## config.mk

```make
export PLATFORM = sky130hd
export DESIGN_NAME = fnv1a_string_hash_finalized
export DESIGN_NICKNAME = d
export VERILOG_FILES = /design/src/hdl/fnvh_pkg.sv /design/src/hdl/fnvh_queue.sv /design/src/hdl/fnvh_front.sv /design/src/hdl/fnvh_back.sv /design/src/hdl/fnv1a_string_hash_finalized.sv
export SDC_FILE = /design/constraint.sdc
export NUM_CORES = 2
export LEC_CHECK = 0
export ABC_AREA = 1
export BUFFER_PORTS_ARGS = -buffer_cell sky130_fd_sc_hd__clkbuf_2
export CAP_MARGIN = 0
export CORE_AREA = 4 4 247 249
export DETAILED_ROUTE_END_ITERATION = 10
export DIE_AREA = 0 0 251 253
export PLACE_DENSITY = 0.74
export RECOVER_POWER = 25
export SLEW_MARGIN = 20
export SYNTH_ARGS = -nofsm -noshare
export SYNTH_HDL_FRONTEND = slang
export SYNTH_SLANG_ARGS = --single-unit
export TNS_END_PERCENT = 30
```

## constraint.sdc

```tcl
create_clock -name clk -period 11.3 [get_ports clk]
set_input_delay 1.695 -clock clk [delete_from_list [all_inputs] [get_ports clk]]
set_output_delay 1.695 -clock clk [all_outputs]
set_load 0.01 [all_outputs]
```

## src/hdl/fnvh_pkg.sv

```systemverilog
package fnvh_pkg;

	localparam int HASH_W      = 32;
	localparam int BYTE_W      = 8;
	localparam int QUEUE_DEPTH = 4;

	localparam logic [HASH_W-1:0] FNV_BASIS = 32'd2166136261;
	localparam logic [HASH_W-1:0] FNV_PRIME = 32'd16777619;
	localparam logic [HASH_W-1:0] MIX_MUL_A = 32'h21f0aaad;
	localparam logic [HASH_W-1:0] MIX_MUL_B = 32'h735a2d97;
	localparam int                MIX_SH_A  = 16;
	localparam int                MIX_SH_B  = 15;

	typedef logic [HASH_W-1:0] hash_t;

	typedef struct packed {
		logic full;
		logic empty;
	} fnvh_qstat_t;

	function automatic hash_t mul_lo(input hash_t a, input hash_t b);
		logic [2*HASH_W-1:0] p;
		begin
			p = {{HASH_W{1'b0}}, a} * {{HASH_W{1'b0}}, b};
			return p[HASH_W-1:0];
		end
	endfunction

	function automatic hash_t xor_shift(input hash_t h, input int sh);
		begin
			return h ^ (h >> sh);
		end
	endfunction

endpackage

```

## src/hdl/fnvh_queue.sv

```systemverilog
module fnvh_queue import fnvh_pkg::*; #(
	parameter int WIDTH = HASH_W,
	parameter int DEPTH = QUEUE_DEPTH
) (
	input  logic             clk,
	input  logic             arst_n,
	input  logic             wr_en,
	input  logic [WIDTH-1:0] wr_data,
	input  logic             rd_en,
	output logic [WIDTH-1:0] rd_data,
	output fnvh_qstat_t      stat
);

	localparam int PTR_W = (DEPTH > 1) ? $clog2(DEPTH) : 1;
	localparam int CNT_W = $clog2(DEPTH + 1);
	localparam logic [PTR_W-1:0] LAST_PTR = PTR_W'(DEPTH - 1);
	localparam logic [CNT_W-1:0] FULL_CNT = CNT_W'(DEPTH);

	logic [WIDTH-1:0] mem_q [DEPTH];
	logic [PTR_W-1:0] wr_ptr_q;
	logic [PTR_W-1:0] rd_ptr_q;
	logic [CNT_W-1:0] cnt_q;
	logic             do_wr;
	logic             do_rd;

	assign stat.full  = (cnt_q == FULL_CNT);
	assign stat.empty = (cnt_q == '0);
	assign do_wr      = wr_en && !stat.full;
	assign do_rd      = rd_en && !stat.empty;
	assign rd_data    = mem_q[rd_ptr_q];

	always_ff @(posedge clk) begin
		if (do_wr) begin
			mem_q[wr_ptr_q] <= wr_data;
		end
	end

	always_ff @(posedge clk or negedge arst_n) begin
		if (!arst_n) begin
			wr_ptr_q <= '0;
			rd_ptr_q <= '0;
			cnt_q    <= '0;
		end else begin
			if (do_wr) begin
				wr_ptr_q <= (wr_ptr_q == LAST_PTR) ? '0 : wr_ptr_q + 1'b1;
			end
			if (do_rd) begin
				rd_ptr_q <= (rd_ptr_q == LAST_PTR) ? '0 : rd_ptr_q + 1'b1;
			end
			case ({do_wr, do_rd})
				2'b10:   cnt_q <= cnt_q + 1'b1;
				2'b01:   cnt_q <= cnt_q - 1'b1;
				default: cnt_q <= cnt_q;
			endcase
		end
	end

endmodule

```

## src/hdl/fnvh_front.sv

```systemverilog
module fnvh_front import fnvh_pkg::*; (
	input  logic              clk,
	input  logic              arst_n,
	input  logic              push,
	input  logic [BYTE_W-1:0] data_byte,
	input  logic              has_byte,
	input  logic              first_item,
	input  logic              last_item,
	input  fnvh_qstat_t       qstat,
	output logic              full,
	output logic              fin_push,
	output hash_t             fin_data
);

	hash_t run_q;
	hash_t start;
	hash_t next_h;
	logic  accept;

	assign full   = qstat.full;
	assign accept = push && !full;
	assign start  = first_item ? FNV_BASIS : run_q;
	assign next_h = has_byte ? mul_lo(start ^ {{(HASH_W-BYTE_W){1'b0}}, data_byte}, FNV_PRIME)
	                         : start;

	assign fin_push = accept && last_item;
	assign fin_data = next_h;

	always_ff @(posedge clk or negedge arst_n) begin
		if (!arst_n) begin
			run_q <= FNV_BASIS;
		end else if (accept) begin
			run_q <= last_item ? FNV_BASIS : next_h;
		end
	end

endmodule

```

## src/hdl/fnvh_back.sv

```systemverilog
module fnvh_back import fnvh_pkg::*; (
	input  logic        clk,
	input  logic        arst_n,
	input  hash_t       q_data,
	input  fnvh_qstat_t qstat,
	output logic        q_pop,
	input  logic        pop,
	output logic        empty,
	output hash_t       hash_value
);

	hash_t mix_s1;
	hash_t mix_s2;
	logic  vld_s1;
	logic  vld_s2;
	logic  adv_s1;
	logic  adv_s2;

	assign adv_s2     = !vld_s2 || pop;
	assign adv_s1     = !vld_s1 || adv_s2;
	assign q_pop      = adv_s1 && !qstat.empty;
	assign empty      = !vld_s2;
	assign hash_value = xor_shift(mix_s2, MIX_SH_B);

	// first mix round, then second
	always_ff @(posedge clk) begin
		if (adv_s1) begin
			mix_s1 <= mul_lo(xor_shift(q_data, MIX_SH_A), MIX_MUL_A);
		end
		if (adv_s2) begin
			mix_s2 <= mul_lo(xor_shift(mix_s1, MIX_SH_B), MIX_MUL_B);
		end
	end

	always_ff @(posedge clk or negedge arst_n) begin
		if (!arst_n) begin
			vld_s1 <= 1'b0;
			vld_s2 <= 1'b0;
		end else begin
			if (adv_s1) begin
				vld_s1 <= !qstat.empty;
			end
			if (adv_s2) begin
				vld_s2 <= vld_s1;
			end
		end
	end

endmodule

```

## src/hdl/fnv1a_string_hash_finalized.sv

```systemverilog
// fnv1a string hash with a low-bias 32-bit mix finalizer
// input channel: one byte per item (data_byte, has_byte, first_item,
// last_item), taken at a clock edge with push high and full low
// first_item restarts the running state from the offset basis, an item
// without a byte leaves the state as it is, last_item finalizes the string
// result channel: hash_value is valid while empty is low and is taken at an
// edge with pop high; one result per item marked last
// throughput: one item per cycle while full is low; the fnv step is one
// constant multiply on the running state register, done in the cycle the
// item is taken; a finished hash goes through the queue and then the two
// registered multiply rounds of the finalizer before it shows on hash_value
// finished strings wait in a small queue (QUEUE_DEPTH_P entries) between the
// byte front end and the finalizer; while the receiver holds off pop the
// finalizer stalls, the queue fills, and full rises once it has no room
// reset: running state returns to the offset basis, queue and finalizer
// empty, empty high
module fnv1a_string_hash_finalized import fnvh_pkg::*; #(
	parameter int QUEUE_DEPTH_P = QUEUE_DEPTH
) (
	input  logic              clk,
	input  logic              arst_n,
	input  logic              push,
	output logic              full,
	input  logic [BYTE_W-1:0] data_byte,
	input  logic              has_byte,
	input  logic              first_item,
	input  logic              last_item,
	output logic              empty,
	input  logic              pop,
	output logic [HASH_W-1:0] hash_value
);

	fnvh_qstat_t qstat;
	logic        fin_push;
	hash_t       fin_data;
	logic        q_pop;
	hash_t       q_data;

	fnvh_front u_front (
		.clk        (clk),
		.arst_n     (arst_n),
		.push       (push),
		.data_byte  (data_byte),
		.has_byte   (has_byte),
		.first_item (first_item),
		.last_item  (last_item),
		.qstat      (qstat),
		.full       (full),
		.fin_push   (fin_push),
		.fin_data   (fin_data)
	);

	fnvh_queue #(
		.WIDTH (HASH_W),
		.DEPTH (QUEUE_DEPTH_P)
	) u_queue (
		.clk     (clk),
		.arst_n  (arst_n),
		.wr_en   (fin_push),
		.wr_data (fin_data),
		.rd_en   (q_pop),
		.rd_data (q_data),
		.stat    (qstat)
	);

	fnvh_back u_back (
		.clk        (clk),
		.arst_n     (arst_n),
		.q_data     (q_data),
		.qstat      (qstat),
		.q_pop      (q_pop),
		.pop        (pop),
		.empty      (empty),
		.hash_value (hash_value)
	);

endmodule
```

==> impl_results.md <==
* Ports at 49
* Final worst slack at 2940 ps
* Headroom to the max-slew limit at -0.730
* Sequential-to-total area share from yosys stat at 0.201
* Max Cap Viol at 3
* Hold Buf Count CTS at 0
* Number of flops mapped to enable cells by yosys at 192
* Predominant post-synthesis flop cell: edfxtp_1
* Req. time, crit path at 11590 ps
* Max stage delay on crit path at 870 ps
* Reg clk slew, reported paths at 60 ps
* Net count, final at 4647
* Highest metal layer with signal wires: met4
* Syn_nets at 4606
* Number of port buffers at 48
* Final Hold Vio Count at 0
* Status: finished with violations
* RR Endpoint: u_back.mix_s1[29]$_DFFE_PN_
* FF-to-FF path depth at 28
* Worst-skew pair later-pin latency at 570 ps
* Cell area after technology mapping at 33800 µm²
* Diodes inserted at 0
* Synth Register Bits at 233
* Dominant cells by area after synthesis: fa_1 27%, ha_1 20%, edfxtp_1 17%
* Startpoint Class: flop
* WL/cell at 18.7 µm
* Final ANT Viol Nets at 0
* Fin. max-slew vios at 111
* DP HPWL at 70.5 mm
* Avg Inst Size Synth at 9.42 µm²
* Final Wtd Congestion at 0.956
* Worst reg2reg startpoint: u_queue.rd_ptr_q[0]$_DFFE_PN0P_
* Drt total wl at 82.9 mm
* Via count at 23400
* Layout cell share with drive strength beyond 1 at 0.0411
* Core area at 58700 µm²
* Worst-margin pin slew at 2600 ps
* Min-delay src: u_back.vld_s1$_DFFE_PN0N_
* Remaining global-route overflow at 0
* Fmax at 0.120 GHz
* Post-CTS resize count at 0
* DRC errors left at 0
* Vias in the first global route at 24600
* CP Capture Type: flop
* Clock root buffer master: clkbuf_16
* Global-route wire length before repair at 134 mm
* Clk sinks at 233
* Share of the clock period used by the worst path at 0.740
* Metal2 WL at 39.7 mm
* Die area at 63500 µm²
* GRT Total Usage at 0.269
* TNS Setup at 0 ps
* Rows at 89
* Initial antenna violation count at 0
* Warnings from Yosys at 0
* Setup violators final at 0
* Worst path slowest cell: o22ai_1
* Area Growth Syn to Fin at 5.29%
* Starting DRC count in detailed routing at 1602
* TritonCTS clock tree: done
* Cell taking the most area after synthesis: fa_1
* Failing checks: capacitance limit, slew limit
* Die width at 251 µm
* Met3 wire length at 5.01 mm
* Max Clock Skew at 36.0 ps
* Final Critical Period at 8360 ps
* WS Path Type: reg -> reg
* Worst EP arrival at 8650 ps
* M1 WL at 35.3 mm
* Via density at 5.29
* Post-Place Setup Slack at 3020 ps
* Reg2Reg Setup Slack at 2940 ps
* Critical-path maximum fanout at 48
* Bufs on Longest Clock Path at 3
* RSZ-0062 raised after global routing: no
* Area fraction of the dominant cell type after synthesis at 0.268
* Worst hold path class: reg -> reg
* Die height at 253 µm
* Synth unique cells at 60
* Post-synth ARST share at 0.176
* DRT Pass-1 Iters at 6
* H-tree depth at 1
* Hold Crit Depth at 2
* Synth Instances at 3587
* Largest net degree at the start of global routing at 62
* Cts bufs inserted at 26
* Min-Delay Endpoint: u_back.vld_s2$_DFFE_PN0P_
* Initial Util at 0.576
* Post-CTS setup repair buffer count at 0
==> cell type report <==
type / instances / area [µm²]
clock buffer: 37 / 733
clock inverter: 11 / 92.6
fill: 4902 / 23100
inverter: 1017 / 3820
multi-input combinational: 2284 / 22800
sequential: 233 / 6810
tap: 773 / 967
timing repair buffer: 66 / 345
==> through the flow <==
stage	instances	area [µm²]	hold slack (ps)	utilization
final	4421	35600	486	0.606
after detailed placement	4373	34800	466	0.593
after global placement	4373	34800	463	0.593
after CTS	4421	35600	483	0.607
after global routing	4421	35600	525	0.606
after floorplan	3587	33800	435	-
==> flip-flops by register name, summed over array words and instances (netlist names) <==
signal,cells
u_back.mix_s1,32
u_back.mix_s2,32
u_back.vld_s1,1
u_back.vld_s2,1
u_front.run_q,32
u_queue.cnt_q,3
u_queue.mem_q,128
u_queue.rd_ptr_q,2
u_queue.wr_ptr_q,2
==> layout by cell type (no fill, tap or decap), types with 5 or more instances in the layout <==
| cell type | synthesis | final |
|---|---|---|
| a31oi_1 | 6 | 6 |
| nand4_1 | 13 | 13 |
| fa_1 | 453 | 453 |
| o21ai_0 | 89 | 89 |
| dfrtp_1 | 27 | 26 |
| a32o_1 | 8 | 8 |
| dfstp_2 | 14 | 14 |
| a21oi_1 | 110 | 110 |
| clkbuf_16 | 0 | 27 |
| buf_4 | 20 | 14 |
| ha_1 | 551 | 551 |
| or2_2 | 8 | 8 |
| nor4_1 | 5 | 5 |
| xnor2_1 | 78 | 78 |
| a21o_1 | 13 | 13 |
| xor2_1 | 102 | 102 |
| nand3_1 | 125 | 125 |
| nor3_1 | 14 | 14 |
| nand2_1 | 493 | 493 |
| edfxtp_1 | 192 | 192 |
| a21boi_0 | 7 | 7 |
| clkbuf_2 | 0 | 36 |
| o21bai_1 | 10 | 10 |
| o21a_1 | 6 | 6 |
| nand2_2 | 7 | 7 |
| inv_1 | 1011 | 1011 |
| clkbuf_1 | 18 | 24 |
| nor2_1 | 119 | 115 |
| inv_2 | 5 | 5 |
| o22ai_1 | 15 | 16 |
==> critical path: cells and delay by family, from the launching register on <==
family	cells	cell delay, ps
compound gates	6	1750
xor+xnor	2	360
fa+ha+maj	9	3590
buf+inv	8	1180
flops	1	710
simple gates	3	480
==> synthesized netlist by cell type, drive strengths merged (9+ instances only) <==
library cell / n
a21oi: 110
inv: 1017
nor2: 122
dfstp: 14
o21ai: 94
nand3: 125
nor3: 14
nand2: 501
edfxtp: 192
or2: 9
fa: 453
xnor2: 82
nand4: 13
o22ai: 16
xor2: 107
ha: 551
a32o: 11
a21o: 13
clkbuf: 18
buf: 35
dfrtp: 27
o21bai: 10
==> cell families (layout without fill, tap and decap cells) <==
family,after synthesis,in the layout,synth area share
adder cells (fa/ha/maj),1005,1005,0.473
AO/OA/AOI/OAI,291,291,0.0514
buffers and inverters,1070,1131,0.124
flip-flops,233,233,0.201
AND/OR/NAND/NOR,799,799,0.0978
XOR/XNOR,189,189,0.0526
==> metal layers <==
| metal | vias up | global-route usage |
|---|---|---|
| met2 | 715 | 0.456 |
| li1 | 11100 | - |
| met4 | 0 | 0.0800 |
| met1 | 11400 | 0.363 |
| met5 | - | 0 |
| met3 | 177 | 0.0381 |
==> how the worst max path moves through the flow <==
stage                                     from                          end
6_report       u_queue.rd_ptr_q[0]$_DFFE_PN0P_  u_back.mix_s1[29]$_DFFE_PN_
5_1_grt        u_queue.rd_ptr_q[0]$_DFFE_PN0P_  u_back.mix_s1[24]$_DFFE_PN_
4_1_cts        u_queue.rd_ptr_q[0]$_DFFE_PN0P_  u_back.mix_s1[27]$_DFFE_PN_
3_5_place_dp   u_queue.rd_ptr_q[0]$_DFFE_PN0P_  u_back.mix_s1[27]$_DFFE_PN_
3_3_place_gp   u_queue.rd_ptr_q[0]$_DFFE_PN0P_  u_back.mix_s1[27]$_DFFE_PN_
2_1_floorplan  u_queue.rd_ptr_q[1]$_DFFE_PN0P_  u_back.mix_s1[24]$_DFFE_PN_
Power is left out: the tool's default activity adds up to more than one toggle a clock period on the data nets, which glitch-free logic cannot reach.
